===== config.mk =====
export PLATFORM = sky130hd
export DESIGN_NAME = fvnh_mix
export DESIGN_NICKNAME = d
export VERILOG_FILES = /design/src/sv/fvnh_pkg.sv /design/src/sv/fvnh_mix.sv
export SDC_FILE = /design/constraint.sdc
export NUM_CORES = 1
export LEC_CHECK = 0
export CORE_MARGIN = 10
export CORE_UTILIZATION = 35
export CTS_BUF_LIST = sky130_fd_sc_hd__clkbuf_4 sky130_fd_sc_hd__clkbuf_8 sky130_fd_sc_hd__clkbuf_16
export CTS_CLUSTER_SIZE = 40
export DETAILED_ROUTE_END_ITERATION = 8
export DONT_BUFFER_PORTS = 1
export PLACE_DENSITY = 0.48
export SLEW_MARGIN = 20
export SYNTH_ARGS = -nofsm -noshare
export SYNTH_HDL_FRONTEND = slang
export SYNTH_SLANG_ARGS = --single-unit

===== constraint.sdc =====
create_clock -name aclk -period 11.4 [get_ports aclk]
set_input_delay 0.57 -clock aclk [delete_from_list [all_inputs] [get_ports aclk]]
set_output_delay 0.57 -clock aclk [all_outputs]
set_load 0.01 [all_outputs]

===== src/sv/fvnh_pkg.sv =====
// Shared constants and helpers for the fractal value-noise height pipeline.
`default_nettype none
package fvnh_pkg;
    localparam int HEIGHT_LIMIT = 128;
    localparam int LAYERS       = 3;
    localparam int OCTAVES      = 4;
    localparam int NOISE_UNITS  = LAYERS * OCTAVES;

    typedef logic [31:0] word_t;
    typedef logic [15:0] q16_t;
    typedef logic signed [37:0] pos_t;
    typedef logic [47:0] fpos_t;

    localparam word_t SCR_K1   = 32'h7feb352d;
    localparam word_t SCR_K2   = 32'h846ca68b;
    localparam word_t HASH_X   = 32'h1f123bb5;
    localparam word_t HASH_Z   = 32'h5f356495;
    localparam word_t HASH_S   = 32'h9e3779b9;
    localparam word_t OCT_STEP = 32'd101;
    localparam word_t SEED_RST = 32'd13371337;

    localparam logic [26:0] NUM_BASE  = 27'd10813440;  // 11 * 15 * 65536
    localparam logic [26:0] NUM_HALF  = 27'd491520;
    localparam logic [14:0] RECIP_15  = 15'd17477;     // ~2^18 / 15
    localparam logic [9:0]  H_MIN     = 10'd6;
    localparam logic [9:0]  H_MAX     = 10'(HEIGHT_LIMIT - 6);

    function automatic logic signed [14:0] layer_scale(input logic [1:0] l);
        logic signed [14:0] r;
        case (l)
            2'd0:    r = 15'sd2294;
            2'd1:    r = 15'sd5571;
            default: r = 15'sd11796;
        endcase
        return r;
    endfunction

    function automatic word_t layer_salt(input logic [1:0] l);
        word_t r;
        case (l)
            2'd0:    r = 32'h1a2b3c4d;
            2'd1:    r = 32'h77889911;
            default: r = 32'h00bada55;
        endcase
        return r;
    endfunction
endpackage
`default_nettype wire


===== src/sv/fvnh_mix.sv =====
// Octave/layer weighting, rounding divide by 15*2^16 and clamp; two stages.
`default_nettype none
module fvnh_mix (
    input  wire logic           aclk,
    input  wire logic           en,
    input  wire fvnh_pkg::q16_t noise [fvnh_pkg::NOISE_UNITS],
    output logic [9:0]          height
);
    import fvnh_pkg::*;

    logic [19:0] acc [LAYERS];
    logic [26:0] num_next;
    logic [26:0] num_reg;
    logic [26:0] rnd;
    logic [10:0] q;
    logic [25:0] qm;
    logic [9:0]  d;
    logic [9:0]  h_next;
    logic [9:0]  h_reg;

    always_comb begin
        for (int l = 0; l < LAYERS; l++) begin
            acc[l] = (20'(noise[l*OCTAVES]) << 3) + (20'(noise[l*OCTAVES+1]) << 2)
                   + (20'(noise[l*OCTAVES+2]) << 1) + 20'(noise[l*OCTAVES+3]);
        end
        num_next = NUM_BASE + 27'(acc[0]) * 27'd22 + 27'(acc[1]) * 27'd10
                 + 27'(acc[2]) * 27'd4;
        rnd = num_reg + NUM_HALF;
        q   = rnd[26:16];
        qm  = q * RECIP_15;
        d   = qm[25:18] + 10'd0;
        if (d < H_MIN)      h_next = H_MIN;
        else if (d > H_MAX) h_next = H_MAX;
        else                h_next = d;
    end

    always_ff @(posedge aclk) begin
        if (en) begin
            num_reg <= num_next;
            h_reg   <= h_next;
        end
    end

    assign height = h_reg;
endmodule
`default_nettype wire

==> results.md, run 1 <==
* Status: finished, final reports clean
* Nets at 1784
* Starting Density at 0.355
* Maximum clock frequency at 117 MHz
* Cts bufs inserted at 3
* CTS resizes at 0
* R2r setup slk at 6.06 ns
* Die Area at 0.0386 mm2
* First-pass GRT wire length at 38.4 mm
* Final worst setup slack at 2.86 ns
* Dpl cells at 1600
* Initial DRC Count at 204
* Share of layout cells above drive strength 1 at 0.0157
* Final hold vios at 0
* Clk_skew at roughly 0.0066 ns
* CP max stage delay at 0.57 ns
* Synth Cell Area at roughly 0.011 mm2
* RSZ-0062 raised after global routing: no
* Syn Inst Count at around 1200
* Grt met3 use at 0.0119
* Row count at 64
* IO Pins at slightly above 200
* Cell Count, Final, Fillers Out at around 1600
* Finish-stage setup viols at 0
* Fin. max-slew vios at 0
* Commonest non-fill, non-tap cell in the layout: ha_1
* Buf/Inv on CP at 6
* Wire length per cell at 14.1 um
* Tcrit/Tclk final at 0.749
* GRT overflow at 0
* Drt total wl at between 20 and 25 mm
* Post-synthesis sequential area ratio at 0.0551
* Worst Hold Launch: en
* CTS max path bufs at 2
* Min Tclk post-route at 8.54 ns
* Initial antenna violation count at 0
* Multi-input gate area at 0.00941 mm2
* Die Ht at ~200 um
* Post-synth ARST share at 0
* Hpwl dp at approximately 21 mm
* Worst-margin pin slew at slightly below 1 ns
* CTS root buf: clkbuf_16
* Post-DR vias/cell at 4.90
* Met2 Track Usage GR at 0.183
* Max_cap viols at 0
* Yosys top cell by area: ha_1
* M1 GR Usage at 0.166
* Setup tns final at 0 ns
* CP Data Required Time at 11.41 ns
* Relative slew slack at 0.340
* Port bufs at 0
* Share of the synthesized area in the top cell type at 0.278
* Slowest stage cell, crit path: fa_1
* Arrival time worst endpoint at 8.55 ns
* Clock transition at path regs at 0.06 ns
* Avg Cell Area, Syn at 9.01 um2
* Layout Utilization at 0.373
* FILL cells at between 3000 and 4000
* Critical R2R Launch: num_reg[17]$_DFFE_PP_
* Ranking of synthesized cells by area: ha_1 (28%), fa_1 (26%), inv_1 (8.0%)
* Die Wd at 196 um
* Vias in the first global route at 8179
* Area added between synthesis and finish at 4.97%
* Post-synth EDFFs at 20
* Core Box Area at a little over 0.03 mm2
* Hold Buf Count CTS at 0
* FF+latch area at 601 um2
* Max reg flops at 12
* CP startpoint kind: input port
* CP max FO at 5
* Layer with the highest usage: met2
* Seq cells post-synth at 20
* Crit path kind: in -> reg
* Postcts setup bufs at 0
* Crit path max-delay family: adder cells
* Most frequent CP cell: inv_1
* Routability congestion estimate at ~0.80
* Critical path launch point: noise[132]
* Overall routing resource usage at 0.114
* Warnings, synthesis at 0
* Post-synth top flop: edfxtp_1
* Pin count of the biggest net entering global routing at 21
* CTS tree: yes
* Yosys cell types at 64
* Worst skew pair latency at roughly 0.25 ns
* Ant diodes at 0
* Pre-CTS WS at 2.54 ns
* H-tree Lvls at 1
* DR vias at 7858
* Antenna Nets Post-Route at 0
* Crit. End Element: flip-flop
* HP Class: in -> reg
* Drt first pass iters at 4
* Most frequent cells in the layout: ha_1 (242), inv_1 (231), fa_1 (139)
* CTS Sinks at 20
* Drt drc at 0
path summary, 6_finish.rpt:
kind | endpoint | cells after the start
hold reg to reg | height[6]$_SDFFCE_PP0P_ | 3
hold / removal | height[7]$_SDFFCE_PP0P_ | 0
setup reg to reg | height[0]$_SDFFCE_PP0P_ | 20
setup / recovery | num_reg[26]$_DFFE_PP_ | 33
synthesized netlist by cell type (3+ instances only):
| cell type | n |
|---|---|
| a311oi_1 | 4 |
| o211ai_1 | 10 |
| a31o_2 | 4 |
| a21boi_0 | 3 |
| o21bai_1 | 6 |
| nand2_1 | 59 |
| nand2b_1 | 14 |
| mux2i_1 | 3 |
| ha_1 | 242 |
| o211a_1 | 3 |
| o21ai_0 | 33 |
| a211oi_1 | 8 |
| a21oi_1 | 62 |
| nor3_1 | 31 |
| fa_1 | 139 |
| nor2_1 | 63 |
| nor2b_1 | 12 |
| and2_1 | 7 |
| xor2_1 | 36 |
| a211o_1 | 6 |
| or3_1 | 6 |
| a31oi_1 | 11 |
| o31a_1 | 3 |
| nand3_1 | 21 |
| and3_1 | 15 |
| or2_2 | 6 |
| o21a_1 | 14 |
| nor4_1 | 3 |
| o2111ai_1 | 4 |
| xnor2_1 | 56 |
| nand4_1 | 4 |
| inv_1 | 231 |
| a21o_1 | 18 |
| and4_1 | 3 |
| o31ai_1 | 4 |
| clkbuf_1 | 5 |
| nand4b_1 | 5 |
| edfxtp_1 | 20 |
metrics by stage:
step	hold slack, ns	instance area [um2]
2_1_floorplan	0.682	10900
3_3_place_gp	0.684	11400
3_5_place_dp	0.685	11400
4_1_cts	0.424	11400
5_1_grt	0.420	11400
6_report	0.428	11400
cell type report:
type | instances | share of cell area
clock buffer | 3 | 0.00656
tap | 396 | 0.0433
multi-input combinational | 953 | 0.822
sequential | 20 | 0.0525
inverter | 231 | 0.0758
kinds of logic (layout without fill, tap and decap cells):
group                    after synthesis  after routing  share of synthesized area
adder cells (fa/ha/maj)              381            381                      0.533
XOR/XNOR                              92             92                     0.0739
AND/OR/NAND/NOR                      256            256                      0.116
other                                  1              3                   0.000344
multiplexers                           4              4                    0.00379
buffers and inverters                239            234                     0.0830
AO/OA/AOI/OAI                        217            217                      0.135
flip-flops                            20             20                     0.0551
routing by layer:
| layer | part of all wire | up-vias |
|---|---|---|
| li1 | - | 4105 |
| met1 | 0.51 | 3610 |
| met2 | 0.44 | 137 |
| met3 | 0.037 | 6 |
| met4 | 0.0043 | 0 |
| met5 | 0 | - |
Power of run 1 is left out: the tool's default activity adds up to more than one toggle a clock period on the data nets, which glitch-free logic cannot reach.
==> run 2: changes to the inputs <==
- PLACE_DENSITY: 0.48 -> 0.5
- clock period: 11.4 -> 7.25 ns (I/O delays scaled with it)
==> run 2 against run 1 <==
Effect of this change:
- the flow now finishes with violations (setup timing)
- clock skew down 0.0032 ns
- non-clock buffer count up 179
- register-to-register slack worse by 4.1 ns
- wire length up 6.3%
- first-iteration DRC count down 13%
- via count up 8.6%
- worst setup slack worse by 3.1 ns
- hold slack worse by 0.20 ns
- sequential cell count unchanged
- count of clock-buffer cells in the layout unchanged
- core utilization up 5.8 points
==> results.md, run 2 (synthesized netlist as in run 1, its figures left out) <==
* Hpwl dp at 22.5 mm (+6.0%)
* Status: finished, violations left
* Area added between synthesis and finish at 21.2%
* Pin count of the biggest net entering global routing at 21 (unchanged)
* Post-DR vias/cell at 4.79 (-2.3%)
* Core Box Area at 0.0307 mm2 (unchanged)
* DR vias at 8532 (+8.6%)
* Max_cap viols at 0 (unchanged)
* Most frequent CP cell: fa_1
* Drt total wl at 23.9 mm (+6.3%)
* Arrival time worst endpoint at 7.52 ns (-1.03 ns)
* Drt drc at 0 (unchanged)
* Finish-stage setup viols at 5 (+5)
* First-pass GRT wire length at 40.6 mm (+5.8%)
* Final worst setup slack at -0.277 ns (-3.14 ns)
* Crit path kind: in -> reg
* CTS max path bufs at 2 (unchanged)
* Layout Utilization at 0.431 (+0.0577)
* Worst skew pair latency at 0.25 ns (about the same)
* Tcrit/Tclk final at 1.04
* Port bufs at 0 (unchanged)
* Routability congestion estimate at 0.789 (-1.6%)
* CTS root buf: clkbuf_16
* Die Wd at 196 um (unchanged)
* Share of layout cells above drive strength 1 at 0.188 (+0.173)
* GRT overflow at 0 (unchanged)
* CP max stage delay at 0.58 ns (about the same)
* CP startpoint kind: input port
* CP Data Required Time at 7.24 ns (-4.17 ns)
* Starting Density at 0.355 (unchanged)
* Ant diodes at 0 (unchanged)
* Initial DRC Count at 177 (-13%)
* Min Tclk post-route at 7.53 ns
* Cts bufs inserted at 3 (unchanged)
* IO Pins at 204 (unchanged)
* Crit. End Element: flip-flop
* Die Ht at 196 um (unchanged)
* RSZ-0062 raised after global routing: yes
* Hold slack at 0.223 ns (-0.205 ns)
* Commonest non-fill, non-tap cell in the layout: ha_1
* CP max FO at 4 (-1)
* Die Area at 0.0386 mm2 (unchanged)
* Violated checks: setup timing
* Fin. max-slew vios at 0 (unchanged)
* Initial antenna violation count at 0 (unchanged)
* Maximum clock frequency at about 130 MHz
* Nets at 1963 (+10%)
* Max reg flops at 12 (unchanged)
* Antenna Nets Post-Route at 0 (unchanged)
* Clk_skew at 0.00342 ns (-0.00316 ns)
* Drt first pass iters at 4 (unchanged)
* CTS Sinks at 20 (unchanged)
* CTS tree: yes
* Row count at 64 (unchanged)
* Hold Buf Count CTS at 0 (unchanged)
* Overall routing resource usage at 0.120 (+0.00608)
* HP Class: in -> reg
* Relative slew slack at 0.522 (+0.182)
* Final hold vios at 0 (unchanged)
* Wire length per cell at 13.4 um (-4.4%)
* FILL cells at 3052 (-2.6%)
* H-tree Lvls at 1 (unchanged)
* Worst-margin pin slew at 0.715 ns (-0.273 ns)
* Vias in the first global route at 8952 (+9.5%)
* Most frequent cells in the layout: ha_1 (225), inv_1 (221), buf_4 (178)
* Slowest stage cell, crit path: fa_1
* Clock transition at path regs at 0.05 ns (about the same)
[run 2: layout make-up]
class | instances | area [um2] | share of cell area
clock buffers | 3 | 75.1 | 0.00568
inverters | 231 | 875 | 0.0662
multi-input cells | 953 | 9820 | 0.743
flip-flops and latches | 20 | 601 | 0.0455
well taps | 396 | 495 | 0.0375
repair buffers | 179 | 1350 | 0.102
[run 2: worst max-delay path, delay by kind of cell]
kind	cells	cell delay (ns)
adders and majority gates	10	3.47
xor gates and xnor gates	3	0.41
AOI/OAI and AO/OA	12	2.50
buffers and inverters	5	0.20
and+or+nand+nor	5	0.56
[run 2: layer usage]
layer / track usage / wire length [um] / vias to the layer above
li1: - / - / 4463
met1: 0.166 / 11800 / 3926
met2: 0.205 / 11200 / 141
met3: 0.0117 / 869 / 2
met4: 0.0102 / 54 / 0
met5: 0 / 0 / -
[run 2: final timing paths]
| path | end | depth (start not counted) | startpoint | slack (ns) |
|---|---|---|---|---|
| hold / removal | height[7]$_SDFFCE_PP0P_ | 0 | en | 0.22 |
| hold reg to reg | height[6]$_SDFFCE_PP0P_ | 3 | num_reg[26]$_DFFE_PP_ | 1.10 |
| setup / recovery | num_reg[25]$_DFFE_PP_ | 35 | noise[161] | -0.28 |
| setup reg to reg | height[0]$_SDFFCE_PP0P_ | 20 | num_reg[15]$_DFFE_PP_ | 1.93 |
[run 2: through the flow]
stage                     worst slack [ns]  cell area, um2  TNS (ns)  std cells
after floorplan                     -0.445           11200     -1.20       1212
after global placement              -0.768           12900     -3.72       1770
after detailed placement            -0.907           12900     -4.89       1770
after CTS                           -0.303           13100    -0.900       1777
after global routing                -0.648           13200     -3.00       1782
final                               -0.277           13200    -0.848       1782
[run 2: what timing repair did]
action | CTS | global route
pin swaps | 26 | 22
setup endpoints to repair | 6 | 11
resized for setup | 13 | 23
setup buffers | 4 | 5
Power of run 2 is left out for the same reason.
==> run 3: changes to the inputs <==
- CORE_MARGIN: 10 -> 3
==> run 3 against run 2 <==
Effect of this change:
- the run still ends with setup timing left
- cell area fell by 0.55%
- worst setup slack got worse by 0.020 ns
- register-to-register slack got worse by 0.05 ns
- clock skew rose by 0.0019 ns
- global-route usage rose by 0.75 points
- sequential share of layout area barely moved
- first-iteration DRC count rose by 13%
- sequential cell count did not move
- maximum frequency fell by 0.27%
- cell count fell by 0.73%
- non-clock buffer count fell by 8
- largest cell class unchanged
==> results.md, run 3 (synthesized netlist as in run 1, its figures left out) <==
* Row count at 63 (-1.6%)
* Commonest non-fill, non-tap cell in the layout: ha_1
* DR vias at 8530 (-0.023%)
* H-tree Lvls at 1 (unchanged)
* CTS Sinks at 20 (unchanged)
* Crit path kind: in -> reg
* Final hold vios at 0 (unchanged)
* Finish-stage setup viols at 4 (-1)
* CP max stage delay at 0.55 ns (-0.03 ns)
* CP startpoint kind: input port
* Number of cells on the worst hold path at 0 (unchanged)
* Final instance area at 0.0131 mm2 (-0.55%)
* RSZ-0062 raised after global routing: yes
* Worst r2r path cells at 20 (unchanged)
* Reg2Reg Capture Point: height[0]$_SDFFCE_PP0P_
* Cts bufs inserted at 3 (unchanged)
* Pin count of the biggest net entering global routing at 21 (unchanged)
* Critical path depth in cells at 35 (unchanged)
* Crit path max-delay family: adder cells
* IO Pins at 204 (unchanged)
* Critical R2R Launch: num_reg[17]$_DFFE_PP_
* Antenna Nets Post-Route at 0 (unchanged)
* Critical path launch point: noise[161]
* Ant diodes at 0 (unchanged)
* Max reg flops at 12 (unchanged)
* Nets at 1955 (-0.41%)
* Starting Density at 0.361 (+0.00564)
* Tcrit/Tclk final at 1.04 (+0.00279)
* Clk_skew at 0.00528 ns (+0.00186 ns)
* Wire length per cell at 12.5 um (-6.8%)
* Relative slew slack at 0.557 (+0.0356)
* Die Area at 0.0333 mm2 (-14%)
* Drt drc at 0 (unchanged)
* Status: finished, violations left
* Post-DP Area at 0.0129 mm2 (-0.41%)
* Fin. max-slew vios at 0 (unchanged)
* Arrival time worst endpoint at 7.54 ns (+0.02 ns)
* Clock transition at path regs at 0.06 ns (about the same)
* FILL cells at 3012 (-1.3%)
* Maximum clock frequency at 132 MHz (-0.27%)
* CTS root buf: clkbuf_16
* Min Tclk post-route at 7.55 ns (+0.0202 ns)
* Worst skew pair latency at 0.25 ns (about the same)
* Share of layout cells above drive strength 1 at 0.186 (-0.00194)
* CTS max path bufs at 2 (unchanged)
* HP Class: in -> reg
* Vias in the first global route at 8422 (-5.9%)
* Die Ht at 182 um (-7.1%)
* Overall routing resource usage at 0.128 (+0.00754)
* Max_cap viols at 0 (unchanged)
* Slowest stage cell, crit path: fa_1
* Initial antenna violation count at 0 (unchanged)
* Crit. End Element: flip-flop
* Most frequent CP cell: inv_2
* Critical Path End: num_reg[25]$_DFFE_PP_
* FF+latch area at 601 um2 (unchanged)
* CTS tree: yes
* R2r setup slk at 1.88 ns (-0.05 ns)
* Die Wd at 182 um (-7.1%)
* Buf/Inv on CP at 6 (+1)
* CP max FO at 3 (-1)
* Area added between synthesis and finish at 20.5%
* Post-DR vias/cell at 4.82 (+0.71%)
* Initial DRC Count at 200 (+13%)
* Drt total wl at 22.2 mm (-7.4%)
* Worst-margin pin slew at 0.662 ns (-0.0533 ns)
* Core Box Area at 0.0302 mm2 (-1.6%)
* Most frequent cells in the layout: ha_1 (225), inv_1 (218), buf_4 (171)
* Final worst setup slack at -0.297 ns (-0.0202 ns)
* Port bufs at 0 (unchanged)
* Violated checks: setup timing
* First-pass GRT wire length at 36.8 mm (-9.2%)
* GRT overflow at 0 (unchanged)
* Hpwl dp at 20.7 mm (-8.1%)
* Routability congestion estimate at 0.800 (+1.4%)
* Multi-input gate area at 0.00982 mm2 (about the same)
* Drt first pass iters at 4 (unchanged)
* CP Data Required Time at 7.24 ns (about the same)
-- run 3: cell types whose count changed in the layout (fill, tap and decap cells not counted), moves of 2 or more --
cell     previous run  this run
buf_4             178       171
ha_4               16        14
o21ai_1             7         5
inv_2               9        12
a21oi_2            11         9
inv_1             221       218
ha_2                1         3
a21oi_1            51        53
-- run 3: per-stage QoR --
stage	setup WS, ns	cells	utilization	hold WS [ns]	TNS, ns
6_report	-0.297	1769	0.435	0.219	-0.879
5_1_grt	-0.638	1769	0.435	0.207	-2.89
4_1_cts	-0.303	1763	0.431	0.216	-0.919
3_5_place_dp	-0.853	1758	0.426	0.476	-4.56
3_3_place_gp	-0.811	1758	0.426	0.476	-4.31
2_1_floorplan	-0.445	1212	-	0.475	-1.20
-- run 3: worst min path at each step --
stage | slack, ns | start | to
final | 0.22 | en | height[7]$_SDFFCE_PP0P_
after global routing | 0.21 | en | height[7]$_SDFFCE_PP0P_
after CTS | 0.22 | en | height[7]$_SDFFCE_PP0P_
after detailed placement | 0.48 | en | height[7]$_SDFFCE_PP0P_
after global placement | 0.48 | en | height[7]$_SDFFCE_PP0P_
after floorplan | 0.47 | en | height[0]$_SDFFCE_PP0P_
-- run 3: layout make-up --
cell class	count	share of cell area
multi-input cells	953	0.747
repair buffers	171	0.0977
inverters	231	0.0666
flip-flops and latches	20	0.0457
well taps	390	0.0371
clock buffers	3	0.00571
clock inverters	1	0.000286
-- run 3: repair_timing --
action | CTS | global route
setup endpoints to repair | 7 | 10
gates resized for setup | 14 | 26
setup buffers | 1 | 6
pin swaps | 18 | 11
hold buffers | 0 | 0
-- run 3: routing by layer --
layer	vias to the layer above	part of all wire	wire length, um	GRT usage
li1	4444	-	-	-
met1	3949	0.51	11300	0.188
met2	133	0.46	10300	0.219
met3	4	0.027	589	0.00359
met4	0	0.0022	48	0.00914
met5	-	0	0	0
Power of run 3 is left out for the same reason.
